`src/hdl/wtw_pkg.sv`:
```
// shared types, constants and helpers of the windowed task watchdog
package wtw_pkg;

    localparam int CNT_W = 16;

    typedef enum logic [1:0] {
        REG_LOW_WINDOW   = 2'd0,
        REG_HIGH_WINDOW  = 2'd1,
        REG_CHECK_PERIOD = 2'd2,
        REG_TICK_MS      = 2'd3
    } reg_index_t;

    typedef enum logic [1:0] {
        CAUSE_NONE       = 2'd0,
        CAUSE_ILLEGAL_ID = 2'd1,
        CAUSE_WINDOW     = 2'd2
    } fault_cause_t;

    localparam logic CMD_REPORT = 1'b0;
    localparam logic CMD_TICK   = 1'b1;

    localparam logic [CNT_W-1:0] LOW_WINDOW_RST   = 16'd700;
    localparam logic [CNT_W-1:0] HIGH_WINDOW_RST  = 16'd1000;
    localparam logic [CNT_W-1:0] CHECK_PERIOD_RST = 16'd800;
    localparam logic [CNT_W-1:0] TICK_MS_RST      = 16'd20;

    typedef enum logic [1:0] {
        ST_IDLE = 2'd0,
        ST_EXEC = 2'd1,
        ST_SCAN = 2'd2,
        ST_DONE = 2'd3
    } state_t;

    typedef struct packed {
        logic load_in;
        logic add_op;
        logic raise_illegal;
        logic raise_window;
        logic scan_sel;
        logic idx_clr;
        logic idx_inc;
        logic clear_all;
        logic set_kick;
        logic load_out;
    } cmd_t;

    typedef struct packed {
        logic fault;
        logic is_tick;
        logic self_bad;
        logic id_bad;
        logic period_over;
        logic scan_bad;
        logic scan_last;
        logic out_free;
    } status_t;

    function automatic logic [CNT_W-1:0] sat_add16(input logic [CNT_W-1:0] a,
                                                  input logic [CNT_W-1:0] b);
        logic [CNT_W:0] s;
        s = {1'b0, a} + {1'b0, b};
        return s[CNT_W] ? {CNT_W{1'b1}} : s[CNT_W-1:0];
    endfunction

endpackage

```
`src/hdl/wtw_ctrl.sv`:
```
// controller state machine of the windowed task watchdog
module wtw_ctrl (
    input  logic              clk,
    input  logic              rst_n,
    input  logic              in_valid,
    output logic              in_ready,
    input  wtw_pkg::status_t  st,
    output wtw_pkg::cmd_t     cmd
);

    wtw_pkg::state_t state_reg;
    wtw_pkg::state_t state_next;

    always_ff @(posedge clk or negedge rst_n)
    begin
        if (!rst_n)
        begin
            state_reg <= wtw_pkg::ST_IDLE;
        end
        else
        begin
            state_reg <= state_next;
        end
    end

    always_comb
    begin
        state_next = state_reg;
        cmd        = '0;
        in_ready   = 1'b0;
        case (state_reg)
            wtw_pkg::ST_IDLE:
            begin
                in_ready = 1'b1;
                if (in_valid)
                begin
                    cmd.load_in = 1'b1;
                    state_next  = wtw_pkg::ST_EXEC;
                end
            end
            wtw_pkg::ST_EXEC:
            begin
                state_next = wtw_pkg::ST_DONE;
                if (!st.fault)
                begin
                    if (st.is_tick)
                    begin
                        if (st.self_bad)
                        begin
                            cmd.raise_illegal = 1'b1;
                        end
                        else
                        begin
                            cmd.add_op = 1'b1;
                            if (st.period_over)
                            begin
                                cmd.idx_clr = 1'b1;
                                state_next  = wtw_pkg::ST_SCAN;
                            end
                            else
                            begin
                                cmd.set_kick = 1'b1;
                            end
                        end
                    end
                    else if (st.id_bad)
                    begin
                        cmd.raise_illegal = 1'b1;
                    end
                    else
                    begin
                        cmd.add_op = 1'b1;
                    end
                end
            end
            wtw_pkg::ST_SCAN:
            begin
                cmd.scan_sel = 1'b1;
                if (st.scan_bad)
                begin
                    cmd.raise_window = 1'b1;
                    state_next       = wtw_pkg::ST_DONE;
                end
                else if (st.scan_last)
                begin
                    cmd.clear_all = 1'b1;
                    cmd.set_kick  = 1'b1;
                    state_next    = wtw_pkg::ST_DONE;
                end
                else
                begin
                    cmd.idx_inc = 1'b1;
                end
            end
            wtw_pkg::ST_DONE:
            begin
                if (st.out_free)
                begin
                    cmd.load_out = 1'b1;
                    state_next   = wtw_pkg::ST_IDLE;
                end
            end
            default:
            begin
                state_next = wtw_pkg::ST_IDLE;
            end
        endcase
    end

endmodule

```
`config.mk`:
```
export PLATFORM = sky130hd
export DESIGN_NAME = wtw_ctrl
export DESIGN_NICKNAME = d
export VERILOG_FILES = /design/src/hdl/wtw_pkg.sv /design/src/hdl/wtw_ctrl.sv
export SDC_FILE = /design/constraint.sdc
export NUM_CORES = 1
export LEC_CHECK = 0
export BUFFER_PORTS_ARGS = -buffer_cell sky130_fd_sc_hd__buf_4
export CAP_MARGIN = 20
export CORE_AREA = 2 2 39 41
export CTS_CLUSTER_DIAMETER = 150
export DETAILED_ROUTE_END_ITERATION = 10
export DIE_AREA = 0 0 41 43
export GPL_TIMING_DRIVEN = 0
export PLACE_DENSITY = 0.55
export RECOVER_POWER = 25
export SKIP_LAST_GASP = 1
export SLEW_MARGIN = 0
export SYNTH_ARGS = -nofsm -noshare
export SYNTH_HDL_FRONTEND = slang
export SYNTH_SLANG_ARGS = --single-unit
export TNS_END_PERCENT = 50
```
`constraint.sdc`:
```
create_clock -name clk -period 4.4 [get_ports clk]
set_input_delay 0.22 -clock clk [delete_from_list [all_inputs] [get_ports clk]]
set_output_delay 0.22 -clock clk [all_outputs]
set_load 0.05 [all_outputs]
```
==> results list <==
* Wire length reported by the detailed router: 674 um
- Final count of pins violating max slew: 0
- The synthesized netlist devotes under 10% of its cell area to compound gates.
- With fillers left out, the area of the finished cells amounts to 503 um2.
- Avg Cell Area, Syn: 9.10 um2
- Once the clock tree was built, the setup fixing pass inserted 0 buffers.
* Type of origin of the critical path: flip-flop
* Height of the die: 43 um
- Mux share of post-synthesis cell area: 8.33%
- Headroom to the max-slew limit: between 60% and 70%
- Clock-pin slew was measured on the worst setup and hold paths at 0.03 ns.
- The congestion estimate from routability-driven global placement came to 0.689.
* Synth Warn #: 0
- Yosys mapped a number of flops with a built-in enable equal to 0.
- By area, the combinational part of the netlist is dominated by simple AND/OR/NAND/NOR gates.
- Row generation in the floorplan step produced 14 rows.
- TritonCTS built the clock tree.
- Share of the core filled with cells in the final layout: a little over a third
- In this run, CTS created clock tree buffers numbering 3.
- Along the worst path, the maximum fanout reaches 5.
* CTS H-tree depth: 1
* Number of global-route vias before repair: 315
* Fraction of the mapped netlist area in adder cells: 20.8%
- The final number of hold-violating endpoints is 0.
* Yosys top cell area share: 20.8%
* Critical path arrival: 1.58 ns
- Number of antenna violations at the first check in global routing: 0
* Total number of clock tree sinks: 2
- Summing the areas of all and, or, nand and nor instances in the mapped netlist gives around 43% of the synthesized area.
- The number of antenna diodes in the final layout is 0.
- DRC violations left: 0
* Largest cells by area after synthesis: sky130_fd_sc_hd__ha_1, sky130_fd_sc_hd__dfrtp_1, sky130_fd_sc_hd__and2_1, sky130_fd_sc_hd__nand2b_1, sky130_fd_sc_hd__nor3b_4
- Fraction of synthesized cell area in xor and xnor cells: 0%
- For this run, the detailed router's first-pass iteration total came to 2.
- Number of antenna-violating nets in the routed design: 0
- Synthesized cell area: 300 um2
- Total cell area at the placement stage: 478 um2
* I/O Pins: 22
- The synthesized netlist contains 18 unique library cells.
* Clock insertion delay at the later pin of the skew report: ~0.23 ns
* Via count normalized by instance count: 4.39
- The worst-case IR drop observed on VDD is 271 uV.
- Including well taps, the total number of placed cells is 70.
- Sorting the synthesized cells by how often they occur yields sky130_fd_sc_hd__ha_1, sky130_fd_sc_hd__and2_1, sky130_fd_sc_hd__inv_1, sky130_fd_sc_hd__nand2b_1.
- Worst hold start: st[7]
- Worst reg2reg path startpoint: state_reg[0]
- The floorplan step defined a die boundary enclosing 1760 um2.
* Register bit count reported by yosys: 2
- Post-Synthesis Cells: 33
* Power density of the placed cells: 649 nW/um2
* Post-detailed-placement half-perimeter wirelength: 592 um
- Wire length per cell after detailed routing: 9.11 um
- Summed over all failing endpoints, the final setup total negative slack is 0 ns.
- The tool flagged a number of max-cap violations equal to 0.
- The flow ran to the end, and the final reports show no timing, DRC or antenna violations.
- Finish-stage setup viols: 0
- Unrepaired setup endpoints after global routing: no
- For this run, the leading register cell type out of synthesis is sky130_fd_sc_hd__dfrtp_1.
- Of the synthesized area, sequential elements account for between 10% and 20%.
* Share of post-route cells with drive strength above 1: 46.6%
- Vias after detailed routing: around 330
* Least setup slack across all paths after layout: 2.60 ns
- Timing analysis after detailed placement gives a worst setup slack of 2.82 ns.
* Static leakage power: 0.266 nW
- STA classifies the critical path endpoint as an output port.
* CTS Buffer Depth: 2
- By startpoint and endpoint, the worst setup path is classified as reg2out.
- At the worst endpoint, the required time is 4.18 ns.
- For this configuration, the core starts out at a cell density of roughly 22%.
- Max reg flops: 2
- Area growth, synth to finish: 67.5%
- Total of buffers placed on input and output ports: 21
* Mapped Nets: 49
- For this run, the top clock speed supported by timing is 556 MHz.
- Final period utilization: roughly 41%
- Leading area contributor after synthesis: sky130_fd_sc_hd__ha_1
* Count leader, synth: sky130_fd_sc_hd__ha_1
* Largest net degree at the start of global routing: 6
* Start point of the critical path: state_reg[0]
- Horiz. Die Dim: 41 um
- Fraction of registers with async set or reset after synthesis: 100%
- The cell sitting at the root of the clock tree is a sky130_fd_sc_hd__clkbuf_4.
* Pin slew with the least headroom to its limit: 0.588 ns
* Final non-filler cell total: 74
- Across the routed clock network, the largest skew measured is 0.000455 ns.
- Global routing used 8.62% of the available tracks across all layers.
- For this block, the initial DRC count from the detailed router was 1.
- NumNets Final: 76
- The tightest min-delay check is of the in2reg type.
- After global routing the overflow that remains totals 0.
- Placeable core region: between 1000 and 1500 um2
- The worst path needs about 1.8 ns of the cycle, external delays included.
* Wire length of the first global-routing pass: between 1000 and 1500 um
==> through the flow <==
| stage | total power, W | hold slack [ns] |
|---|---|---|
| after CTS | 0.000338 | 0.293 |
| after detailed placement | 0.000294 | 0.00424 |
| after floorplan | 0.000232 | -0.0756 |
| final | 0.000327 | 0.297 |
| after global placement | 0.000291 | 0.00298 |
| after global routing | 0.000354 | 0.339 |
==> final cells by class <==
type,count,area (um2)
clock buffer,3,22.5
inverter,3,11.3
timing repair buffer,22,160
fill,150,881
sequential,2,50.0
tap,16,20.0
multi-input combinational,28,239
==> layer usage <==
layer / global-route usage (%) / vias up / share of wire (%)
li1: - / 166 / -
met1: 8.95 / 142 / 38
met2: 14.4 / 15 / 53
met3: 0 / 2 / 6.8
met4: 8.00 / 0 / 2.1
met5: 0 / - / 0
==> cells by family after synthesis <==
kind of cell | after synthesis
flops | 2
mux | 2
buf+inv | 3
compound gates | 3
fa+ha+maj | 5
simple gates | 18
==> power by group <==
| group | internal [W] | leakage [nW] | switching [W] |
|---|---|---|---|
| Clock | 0.0000301 | 0.0138 | 0.0000109 |
| Combinational | 0.0000974 | 0.229 | 0.000146 |
| Sequential | 0.0000291 | 0.0229 | 0.0000131 |
==> final timing paths <==
check,end,slack [ns],depth (start not counted)
max,cmd[1],2.60,5
min,state_reg[0],0.30,3
max reg2reg,state_reg[1],2.84,5
min reg2reg,state_reg[1],0.60,1
max in group asynchronous,state_reg[0],3.97,2
min in group asynchronous,state_reg[1],0.31,2
==> worst max-delay path, stage by stage, from the launching register on <==
cell	delay (ns)
sky130_fd_sc_hd__dfrtp_1	0.41
sky130_fd_sc_hd__inv_1	0.10
sky130_fd_sc_hd__ha_1	0.25
sky130_fd_sc_hd__and3b_2	0.23
sky130_fd_sc_hd__o21a_1	0.18
sky130_fd_sc_hd__buf_4	0.18
==> placed cells by master (no fill, tap or decap) <==
cell type / instances
sky130_fd_sc_hd__a2bb2oi_1: 1
sky130_fd_sc_hd__and2_1: 3
sky130_fd_sc_hd__and2b_2: 1
sky130_fd_sc_hd__and3b_2: 1
sky130_fd_sc_hd__buf_4: 19
sky130_fd_sc_hd__clkbuf_1: 2
sky130_fd_sc_hd__clkbuf_4: 3
sky130_fd_sc_hd__dfrtp_1: 2
sky130_fd_sc_hd__dlygate4sd3_1: 1
sky130_fd_sc_hd__ha_1: 5
sky130_fd_sc_hd__inv_1: 3
sky130_fd_sc_hd__mux2_4: 1
sky130_fd_sc_hd__mux2i_1: 1
sky130_fd_sc_hd__nand2b_1: 3
sky130_fd_sc_hd__nor2_1: 2
sky130_fd_sc_hd__nor2b_1: 2
sky130_fd_sc_hd__nor3_1: 2
sky130_fd_sc_hd__nor3_2: 1
sky130_fd_sc_hd__nor3b_4: 1
sky130_fd_sc_hd__nor4_1: 2
sky130_fd_sc_hd__o21a_1: 1
sky130_fd_sc_hd__o31ai_1: 1
==> timing repair <==
item	4_1_cts	5_1_grt
resized for setup	0	0
hold buffers	1	0
setup endpoints to repair	0	0
endpoints found under the hold margin	2	0
(Power assumes the default switching activity.)
