$ cat src/hdl/wtw_pkg.sv
// shared types, constants and helpers of the windowed task watchdog
package wtw_pkg;

    localparam int CNT_W = 16;

    typedef enum logic [1:0] {
        REG_LOW_WINDOW   = 2'd0,
        REG_HIGH_WINDOW  = 2'd1,
        REG_CHECK_PERIOD = 2'd2,
        REG_TICK_MS      = 2'd3
    } reg_index_t;

    typedef enum logic [1:0] {
        CAUSE_NONE       = 2'd0,
        CAUSE_ILLEGAL_ID = 2'd1,
        CAUSE_WINDOW     = 2'd2
    } fault_cause_t;

    localparam logic CMD_REPORT = 1'b0;
    localparam logic CMD_TICK   = 1'b1;

    localparam logic [CNT_W-1:0] LOW_WINDOW_RST   = 16'd700;
    localparam logic [CNT_W-1:0] HIGH_WINDOW_RST  = 16'd1000;
    localparam logic [CNT_W-1:0] CHECK_PERIOD_RST = 16'd800;
    localparam logic [CNT_W-1:0] TICK_MS_RST      = 16'd20;

    typedef enum logic [1:0] {
        ST_IDLE = 2'd0,
        ST_EXEC = 2'd1,
        ST_SCAN = 2'd2,
        ST_DONE = 2'd3
    } state_t;

    typedef struct packed {
        logic load_in;
        logic add_op;
        logic raise_illegal;
        logic raise_window;
        logic scan_sel;
        logic idx_clr;
        logic idx_inc;
        logic clear_all;
        logic set_kick;
        logic load_out;
    } cmd_t;

    typedef struct packed {
        logic fault;
        logic is_tick;
        logic self_bad;
        logic id_bad;
        logic period_over;
        logic scan_bad;
        logic scan_last;
        logic out_free;
    } status_t;

    function automatic logic [CNT_W-1:0] sat_add16(input logic [CNT_W-1:0] a,
                                                  input logic [CNT_W-1:0] b);
        logic [CNT_W:0] s;
        s = {1'b0, a} + {1'b0, b};
        return s[CNT_W] ? {CNT_W{1'b1}} : s[CNT_W-1:0];
    endfunction

endpackage

$ cat src/hdl/wtw_datapath.sv
// counters, fault latch, configuration registers and output register
module wtw_datapath #(
    parameter int NUM_TASKS = 8,
    parameter int SELF_TASK = 0
) (
    input  logic              clk,
    input  logic              rst_n,
    input  logic              cfg_we,
    input  logic [1:0]        cfg_addr,
    input  logic [15:0]       cfg_wdata,
    input  logic              in_command,
    input  logic [3:0]        in_task_id,
    input  logic [15:0]       in_amount_ms,
    input  wtw_pkg::cmd_t     cmd,
    output wtw_pkg::status_t  st,
    output logic              out_valid,
    input  logic              out_ready,
    output logic              out_kick,
    output logic              out_fault,
    output logic [1:0]        out_fault_cause,
    output logic [3:0]        out_fault_task
);

    localparam int IDX_W = (NUM_TASKS > 1) ? $clog2(NUM_TASKS) : 1;
    localparam logic [IDX_W-1:0] SELF_IDX  = IDX_W'(SELF_TASK % NUM_TASKS);
    localparam logic [IDX_W-1:0] LAST_IDX  = IDX_W'(NUM_TASKS - 1);
    localparam logic             SELF_BAD  = (SELF_TASK >= NUM_TASKS);
    localparam logic [4:0]       NUM_LIMIT = 5'(NUM_TASKS);

    logic [15:0] low_window_reg;
    logic [15:0] high_window_reg;
    logic [15:0] check_period_reg;
    logic [15:0] tick_ms_reg;

    logic        command_reg;
    logic [3:0]  task_id_reg;
    logic [15:0] amount_reg;

    logic [15:0] counts_reg [NUM_TASKS];
    logic [15:0] period_reg;
    logic [15:0] period_next;
    logic [IDX_W-1:0] idx_reg;

    logic        fault_reg;
    logic [1:0]  cause_reg;
    logic [3:0]  ftask_reg;
    logic        kick_reg;

    logic        out_valid_reg;
    logic        out_kick_reg;
    logic        out_fault_reg;
    logic [1:0]  out_cause_reg;
    logic [3:0]  out_task_reg;

    logic [IDX_W-1:0] id_idx;
    logic [IDX_W-1:0] rd_addr;
    logic [15:0]      rd_data;
    logic [15:0]      addend;
    logic [15:0]      sum;

    always_ff @(posedge clk or negedge rst_n)
    begin
        if (!rst_n)
        begin
            low_window_reg   <= wtw_pkg::LOW_WINDOW_RST;
            high_window_reg  <= wtw_pkg::HIGH_WINDOW_RST;
            check_period_reg <= wtw_pkg::CHECK_PERIOD_RST;
            tick_ms_reg      <= wtw_pkg::TICK_MS_RST;
        end
        else if (cfg_we)
        begin
            case (cfg_addr)
                wtw_pkg::REG_LOW_WINDOW:   low_window_reg   <= cfg_wdata;
                wtw_pkg::REG_HIGH_WINDOW:  high_window_reg  <= cfg_wdata;
                wtw_pkg::REG_CHECK_PERIOD: check_period_reg <= cfg_wdata;
                wtw_pkg::REG_TICK_MS:      tick_ms_reg      <= cfg_wdata;
                default:                   ;
            endcase
        end
    end

    // request capture
    always_ff @(posedge clk)
    begin
        if (cmd.load_in)
        begin
            command_reg <= in_command;
            task_id_reg <= in_task_id;
            amount_reg  <= in_amount_ms;
        end
    end

    assign id_idx  = task_id_reg[IDX_W-1:0];
    assign rd_addr = cmd.scan_sel ? idx_reg :
                     ((command_reg == wtw_pkg::CMD_TICK) ? SELF_IDX : id_idx);
    assign rd_data = counts_reg[rd_addr];
    assign addend  = (command_reg == wtw_pkg::CMD_TICK) ? tick_ms_reg : amount_reg;
    assign sum     = wtw_pkg::sat_add16(rd_data, addend);
    assign period_next = wtw_pkg::sat_add16(period_reg, tick_ms_reg);

    always_ff @(posedge clk or negedge rst_n)
    begin
        if (!rst_n)
        begin
            for (int i = 0; i < NUM_TASKS; i++)
            begin
                counts_reg[i] <= '0;
            end
            period_reg <= '0;
        end
        else if (cmd.clear_all)
        begin
            for (int i = 0; i < NUM_TASKS; i++)
            begin
                counts_reg[i] <= '0;
            end
            period_reg <= '0;
        end
        else if (cmd.add_op)
        begin
            counts_reg[rd_addr] <= sum;
            if (command_reg == wtw_pkg::CMD_TICK)
            begin
                period_reg <= period_next;
            end
        end
    end

    always_ff @(posedge clk or negedge rst_n)
    begin
        if (!rst_n)
        begin
            idx_reg   <= '0;
            fault_reg <= 1'b0;
            cause_reg <= wtw_pkg::CAUSE_NONE;
            ftask_reg <= '0;
            kick_reg  <= 1'b0;
        end
        else
        begin
            if (cmd.idx_clr)
            begin
                idx_reg <= '0;
            end
            else if (cmd.idx_inc)
            begin
                idx_reg <= idx_reg + 1'b1;
            end
            if (cmd.load_in)
            begin
                kick_reg <= 1'b0;
            end
            else if (cmd.set_kick)
            begin
                kick_reg <= 1'b1;
            end
            if (cmd.raise_illegal)
            begin
                fault_reg <= 1'b1;
                cause_reg <= wtw_pkg::CAUSE_ILLEGAL_ID;
                ftask_reg <= (command_reg == wtw_pkg::CMD_TICK) ? 4'(SELF_TASK)
                                                                : task_id_reg;
            end
            else if (cmd.raise_window)
            begin
                fault_reg <= 1'b1;
                cause_reg <= wtw_pkg::CAUSE_WINDOW;
                ftask_reg <= 4'(idx_reg);
            end
        end
    end

    always_ff @(posedge clk or negedge rst_n)
    begin
        if (!rst_n)
        begin
            out_valid_reg <= 1'b0;
        end
        else if (cmd.load_out)
        begin
            out_valid_reg <= 1'b1;
        end
        else if (out_ready)
        begin
            out_valid_reg <= 1'b0;
        end
    end

    always_ff @(posedge clk)
    begin
        if (cmd.load_out)
        begin
            out_kick_reg  <= kick_reg;
            out_fault_reg <= fault_reg;
            out_cause_reg <= cause_reg;
            out_task_reg  <= ftask_reg;
        end
    end

    always_comb
    begin
        st             = '0;
        st.fault       = fault_reg;
        st.is_tick     = (command_reg == wtw_pkg::CMD_TICK);
        st.self_bad    = SELF_BAD;
        st.id_bad      = ({1'b0, task_id_reg} >= NUM_LIMIT);
        st.period_over = (period_next > check_period_reg);
        st.scan_bad    = (rd_data < low_window_reg) || (rd_data > high_window_reg);
        st.scan_last   = (idx_reg == LAST_IDX);
        st.out_free    = !out_valid_reg || out_ready;
    end

    assign out_valid       = out_valid_reg;
    assign out_kick        = out_kick_reg;
    assign out_fault       = out_fault_reg;
    assign out_fault_cause = out_cause_reg;
    assign out_fault_task  = out_task_reg;

endmodule

$ cat config.mk
export PLATFORM = sky130hd
export DESIGN_NAME = wtw_datapath
export DESIGN_NICKNAME = d
export VERILOG_FILES = /design/src/hdl/wtw_pkg.sv /design/src/hdl/wtw_datapath.sv
export SDC_FILE = /design/constraint.sdc
export NUM_CORES = 1
export LEC_CHECK = 0
export BUFFER_PORTS_ARGS = -buffer_cell sky130_fd_sc_hd__clkbuf_2
export CAP_MARGIN = 20
export CORE_UTILIZATION = 60
export CTS_BUF_LIST = sky130_fd_sc_hd__clkbuf_8
export DETAILED_ROUTE_END_ITERATION = 8
export GPL_ROUTABILITY_DRIVEN = 0
export PLACE_DENSITY = 0.78
export RECOVER_POWER = 50
export SLEW_MARGIN = 20
export SYNTH_ARGS = -nofsm -noshare
export SYNTH_HDL_FRONTEND = slang
export SYNTH_SLANG_ARGS = --single-unit
$ cat constraint.sdc
create_clock -name clk -period 6.8 [get_ports clk]
set_input_delay 1.36 -clock clk [delete_from_list [all_inputs] [get_ports clk]]
set_output_delay 1.36 -clock clk [all_outputs]
set_load 0.005 [all_outputs]
==> run summary, run 1 <==
======================================================================================================
GRT Overall Usage                                                                                0.327
Critical R2R Launch                                                                       command_reg$_DFFE_PP_
Switching pwr                                                                                  1.72 mW
Endpoint class of the critical path                                                         output pin
Max-slew violation count                                                                            92
Depth of the worst register-to-register path                                                        15
Post CTS Setup Buffer Count                                                                          0
Crit share post-route                                                                            0.937
Sequential cell area fraction in the yosys report                                                0.470
Layout-stage area growth over the synthesis result                                               10.7%
Peak VDD IR                                                                                   0.156 mV
Maximum number of pins on one net before global-route repair                                        92
Critical path startpoint category                                                            flip-flop
Crit-path leading delay family                                                            compound AO/OA/AOI/OAI gates
Maximum clock path buffer count                                                                      3
Initial DRT Pass Iterations                                                                          9
First-pass GRT wire length                                                                     59.6 mm
DRT Wirelength                                                                                 37.1 mm
Internal power contribution                                                                    3.03 mW
Outcome                                                                                   finished with violations
Total number of placement rows                                                                      54
Placeable core region                                                                       22000 um^2
Worst Path Buf+Inv                                                                                   2
Initial antenna violation count                                                                      0
I/O pin count                                                                                       70
Number of buffers inserted for hold repair after clock tree synthesis                                0
CTS tree                                                                                           yes
Upper clock frequency limit                                                                    157 MHz
Setup TNS after final layout                                                                      0 ps
Most numerous cell on the critical path                                                        a21oi_1
Slowest stage cell, crit path                                                                   nor3_1
Estimated wirelength of the detail-placed design                                               25.9 mm
Commonest cells in the synthesized netlist                                                nand2_1, dfrtp_1, o21ai_0
Number of gates resized after CTS                                                                    0
Clock Power Share                                                                                0.291
Final antenna diode count                                                                            0
Flip-flop count of the largest register, all copies and words added                                128
Number of warnings reported in the yosys synthesis log                                               0
Final clock skew                                                                               36.5 ps
Number of library cell types mapped by synthesis                                                    85
Mean cell area of the mapped netlist                                                         9.91 um^2
# fillers                                                                                         1743
Number of global-route vias before repair                                                        11300
Net count of the finished layout                                                                  1576
Net switching share of the total power                                                           0.362
Terminus of the critical flop-to-flop path                                                counts_reg[113]$_DFFE_PN0P_
Level count of the clock H-tree                                                                      2
Synth Cell Area                                                                             13600 um^2
Count of input and output buffers                                                                   68
Sum of overflow across all layers after global routing                                               0
Remaining DRCs                                                                                       3
RSZ-0062 raised after global routing                                                             false
Top_reg_cell synth                                                                             dfrtp_1
Starting Density                                                                                 0.618
Number of instances in the synthesized netlist                                                    1373
Area of combinational cells with multiple inputs                                             6690 um^2
Failing checks                                                                            design-rule violations, max-capacitance violations, max-slew violations
Final critical path time including I/O delays and setup                                        6370 ps
Final Hold Violating Endpoints                                                                       0
Highest cell delay on the worst timing path                                                     700 ps
Hold-critical path depth                                                                             0
Count leader, synth                                                                            nand2_1
Worst hold slack after final layout                                                             449 ps
Sequential Area                                                                              6400 um^2
Hold Crit Class                                                                           flip-flop to flip-flop
Reg2reg setup slack                                                                            1700 ps
Via density per instance                                                                          6.36
Remaining number of nets flagged by the antenna check after routing                                  0
CTS root buf                                                                                  clkbuf_8
Required time worst endpoint                                                                   5440 ps
Die width                                                                                       153 um
Rel. slew slack                                                                                  -2.33
Setup-failing EPs final                                                                              0
Clk sink count                                                                                     249
Critical path cell sequence                                                               ha_1, fa_1, a21o_1, a21oi_1, a21o_1, a21oi_1, nor3_1, buf_4, nand2_1, ha_1, or3_1, o21ai_0, a21oi_1, a31oi_1, o22ai_1, clkbuf_2
Via count of the routed design                                                                   11100
Post-synthesis net count                                                                          1509
Proportion of synthesized flip-flops having asynchronous set or reset                            0.884
EDFF count, synth                                                                                   29
Die outline area                                                                            23300 um^2
Count of max-cap constraint violations                                                               1
HP Start                                                                                  ftask_reg[1]$_DFFE_PN0P_
Share of the synthesized area in the top cell type                                               0.373
Proportion of layout cells with a drive suffix above 1                                           0.185
Initial drt markers                                                                                959
Top cell type by total area after synthesis                                                    dfrtp_1
Worst Path Max Fanout                                                                                7
Total clock buffers created by CTS                                                                  42
Slew of the pin with the lowest slew margin                                                    4990 ps
Kind of critical path                                                                     flip-flop to output pin
Leakage                                                                                        6.82 nW
CP Data Arrival Time                                                                           5010 ps
Part of the power in combinational logic                                                         0.337
Routed length per instance                                                                     21.2 um
Clock transition at the register clock pins on the worst setup and hold paths after CTS          70 ps
Power density relative to cell area                                                        315 nW/um^2
Min-Delay Endpoint                                                                        out_fault_task[1]$_DFFE_PP_
Insertion delay to the later sink of the worst-skew pair                                        570 ps
Most area-consuming cells after synthesis                                                 dfrtp_1, ha_1, edfxtp_1, nand2_1, o21ai_0
Sequential cell fraction of total power                                                          0.372
Die H                                                                                           153 um
Post-synthesis register bit count                                                                  249
======================================================================================================
## metal layers
| metal | up-vias | share of wire | global-route usage |
|---|---|---|---|
| met5 | - | 0 | 0 |
| met4 | 0 | 0.035 | 0.139 |
| met3 | 104 | 0.064 | 0.0503 |
| met2 | 459 | 0.49 | 0.548 |
| met1 | 5435 | 0.41 | 0.424 |
| li1 | 5128 | - | - |
## cell usage in the layout (no fill, tap or decap), types with 11 or more instances in the layout
cell type  count
ha_1          81
edfxtp_1      29
o21ai_0      156
a21oi_1       60
a222oi_1      11
nand2_1      224
a31oi_1       21
nand3_1       19
dfrtp_1      203
buf_4         22
o211ai_1      18
xnor2_1       15
mux2_2        66
a211oi_1      20
clkbuf_8      50
nor2_1        56
dfstp_2       17
inv_1         66
a21o_1        29
nor3_1        16
nand4_1       13
clkbuf_2      59
## worst max path at each step
stage                               startpoint  endpoint  slack (ps)  cells past startpoint
finish              tick_ms_reg[0]$_DFFE_PN0P_     st[3]         430                     16
global route                            cmd[5]     st[2]         180                     14
CTS                                     cmd[5]     st[2]         510                     14
detailed placement                      cmd[5]     st[2]         520                     14
global placement                        cmd[5]     st[2]         680                     14
floorplan                               cmd[5]     st[2]        1040                     17
## logic make-up after synthesis
family	synth area share
AND/OR/NAND/NOR	0.142
XOR/XNOR	0.0129
AO/OA/AOI/OAI	0.200
adder cells (fa/ha/maj)	0.0774
other	0.000276
multiplexers	0.0590
flip-flops	0.470
buffers and inverters	0.0385
## per-stage QoR
stage	worst slack, ps	area (um^2)	instances	util	power (mW)
finish	426	15100	1750	0.684	4.75
CTS	506	15100	1750	0.685	4.73
global placement	676	14200	1676	0.646	3.29
detailed placement	520	14200	1676	0.646	3.35
floorplan	1040	13600	1373	-	2.87
global route	177	15100	1750	0.684	5.00
## power groups by stage
stage | clock (mW) | combinational [mW] | sequential, mW
2_1_floorplan | 0 | 1.12 | 1.75
3_3_place_gp | 0 | 1.52 | 1.78
3_5_place_dp | 0 | 1.56 | 1.78
4_1_cts | 1.40 | 1.57 | 1.76
5_1_grt | 1.46 | 1.76 | 1.78
6_report | 1.38 | 1.60 | 1.76
## final cells by class
cell class              count  share of cell area
inverters                  58              0.0145
multi-input cells         995               0.444
well taps                 280              0.0233
flip-flops and latches    249               0.425
clock buffers              50              0.0457
repair buffers             94              0.0362
clock inverters            24              0.0115
(Power assumes the default switching activity.)
==> run 2: changes to the inputs <==
--- a/config.mk
+++ b/config.mk
@@ -5,6 +5,7 @@
 export SDC_FILE = /design/constraint.sdc
 export NUM_CORES = 1
 export LEC_CHECK = 0
+export ABC_CLOCK_PERIOD_IN_PS = 6800
 export BUFFER_PORTS_ARGS = -buffer_cell sky130_fd_sc_hd__clkbuf_2
 export CAP_MARGIN = 20
 export CORE_UTILIZATION = 60
==> constraint.sdc (replaced) <==
create_clock -name clk -period 6.8 [get_ports clk]
set_input_delay 1.7 -clock clk [delete_from_list [all_inputs] [get_ports clk]]
set_output_delay 1.7 -clock clk [all_outputs]
set_load 0.005 [all_outputs]
==> run 2 against run 1 <==
The flow still finishes with violations (design-rule violations, max-capacitance violations, max-slew violations). Register-to-register slack improved by 190 ps. Flip-flop and latch count unchanged. Global-route usage decreased by 0.42 points. Largest cell class unchanged.
==> run summary, run 2 (synthesis gave the netlist of run 1 again) <==
======================================================================================================
Proportion of layout cells with a drive suffix above 1                                           0.192
Clk sink count                                                                                     249
Max-slew violation count                                                                            78
Flip-flop count of the largest register, all copies and words added                                128
Kind of critical path                                                                     input port to output pin
Die H                                                                                           153 um
Starting Density                                                                                 0.618
Most common library cell in the layout ignoring fill and taps                                  nand2_1
Worst Path Max Fanout                                                                               16
Outcome                                                                                   finished with violations
Critical R2R Launch                                                                       command_reg$_DFFE_PP_
Total number of placement rows                                                                      54
Number of global-route vias before repair                                                        11200
Endpoint class of the critical path                                                         output pin
Placeable core region                                                                       22000 um^2
Final clock skew                                                                               27.0 ps
Clock transition at the register clock pins on the worst setup and hold paths after CTS          60 ps
CP Data Arrival Time                                                                           4950 ps
Min-Delay Endpoint                                                                        out_fault_cause[0]$_DFFE_PP_
Power density relative to cell area                                                        308 nW/um^2
Remaining number of nets flagged by the antenna check after routing                                  0
Final critical path time including I/O delays and setup                                        6650 ps
Sequential cell fraction of total power                                                          0.378
Slew of the pin with the lowest slew margin                                                    4180 ps
Final Hold Violating Endpoints                                                                       0
Count of max-cap constraint violations                                                               1
Depth of the worst register-to-register path                                                        14
Count of input and output buffers                                                                   68
Number of non-filler instances in the completed layout                                            1767
Die outline area                                                                            23300 um^2
# fillers                                                                                         1702
Final antenna diode count                                                                            0
Hold Crit Class                                                                           flip-flop to flip-flop
CTS root buf                                                                                  clkbuf_8
RSZ-0062 raised after global routing                                                             false
Total power of the final layout                                                                4.68 mW
Setup slack after placement                                                                   -64.6 ps
Part of the power in combinational logic                                                         0.343
Most used cells in the layout excluding fill and tap cells                                nand2_1, dfrtp_1, o21ai_0, ha_1, inv_1
Initial DRT Pass Iterations                                                                          8
Reg2reg setup slack                                                                            1890 ps
Die width                                                                                       153 um
Initial drt markers                                                                               1055
Hold-critical path depth                                                                             0
Leakage                                                                                        6.90 nW
Terminus of the critical flop-to-flop path                                                counts_reg[44]$_DFFE_PN0P_
Utilization after layout                                                                         0.689
Initial antenna violation count                                                                      0
Maximum number of pins on one net before global-route repair                                       144
CTS tree                                                                                           yes
Net count of the finished layout                                                                  1589
Peak VDD IR                                                                                   0.185 mV
Net switching share of the total power                                                           0.362
Via count of the routed design                                                                   11100
Via density per instance                                                                          6.30
Insertion delay to the later sink of the worst-skew pair                                        560 ps
Setup-failing EPs final                                                                              0
Internal power contribution                                                                    2.98 mW
Required time worst endpoint                                                                   5100 ps
Switching pwr                                                                                  1.69 mW
Level count of the clock H-tree                                                                      2
HP Start                                                                                  cause_reg[0]$_DFFE_PN0P_
Sum of overflow across all layers after global routing                                               0
Total clock buffers created by CTS                                                                  42
Critical path startpoint category                                                           input port
Minimum setup slack in the final design                                                         147 ps
Crit share post-route                                                                            0.978
First-pass GRT wire length                                                                     58.9 mm
Failing checks                                                                            design-rule violations, max-capacitance violations, max-slew violations
Layout-stage area growth over the synthesis result                                               11.5%
Clock Power Share                                                                                0.279
GRT Overall Usage                                                                                0.323
Upper clock frequency limit                                                                    150 MHz
Maximum clock path buffer count                                                                      3
I/O pin count                                                                                       70
Count of placed standard cells including taps                                                     1689
Number of buffers inserted for hold repair after clock tree synthesis                                0
Remaining DRCs                                                                                       4
DRT Wirelength                                                                                 36.9 mm
Routed length per instance                                                                     20.9 um
Estimated wirelength of the detail-placed design                                               26.3 mm
Rel. slew slack                                                                                  -1.79
======================================================================================================
-- run 2: changes by cell type in the layout (fill, tap and decap cells not counted), sizes merged --
cell	delta
clkbuf	-3
bufinv	-1
clkinvlp	-2
buf	+14
inv	+9
-- run 2: critical path, stage by stage --
cell	delay, ps
clkbuf_2	170
buf_4	190
and3b_1	210
or2_4	360
a222oi_1	390
a21o_1	170
o21ai_1	160
ha_1	350
o21a_1	140
o2111ai_1	120
a2111oi_1	430
a22oi_1	130
a21oi_1	140
nand3_1	140
clkbuf_2	140
-- run 2: what timing repair did --
item / CTS / global route
pin swaps: 0 / 0
resized for setup: 2 / 20
setup buffers: 0 / 0
endpoints found under the setup margin: 1 / 1
-- run 2: per-layer routing --
layer,routed length [um],track usage
met1,14800,0.402
met2,17800,0.542
met3,2740,0.0648
met4,1570,0.154
met5,0,0
-- run 2: final cells by class --
type / count / area (um^2) / area share
Sequential cell: 249 / 6400 / 0.422
Multi-Input combinational cell: 995 / 6750 / 0.445
Tap cell: 280 / 350 / 0.0231
Clock buffer: 48 / 661 / 0.0435
Timing Repair Buffer: 107 / 642 / 0.0423
Clock inverter: 30 / 160 / 0.0106
Inverter: 58 / 218 / 0.0143
-- run 2: through the flow --
stage / hold WS (ps) / TNS, ps / area (um^2)
finish: 455 / 0 / 15200
global route: 467 / 0 / 15200
CTS: 458 / 0 / 15200
detailed placement: 433 / -64.6 / 14300
global placement: 433 / 0 / 14300
floorplan: 424 / 0 / 13600
-- run 2: worst max path at each step --
| stage | slack, ps | cells past startpoint | end | start |
|---|---|---|---|---|
| after floorplan | 360 | 17 | st[2] | cmd[5] |
| after global placement | 50 | 17 | st[2] | cmd[5] |
| after detailed placement | -60 | 17 | st[2] | cmd[5] |
| after CTS | 30 | 15 | st[2] | cmd[5] |
| after global routing | 5 | 16 | st[2] | cmd[5] |
| final | 150 | 15 | st[2] | cmd[5] |
-- run 2: power groups by stage --
stage | sequential (mW) | clock [mW] | combinational (mW)
floorplan | 1.75 | 0 | 1.12
CTS | 1.76 | 1.33 | 1.57
global placement | 1.78 | 0 | 1.53
detailed placement | 1.79 | 0 | 1.56
global route | 1.78 | 1.40 | 1.77
finish | 1.77 | 1.31 | 1.60
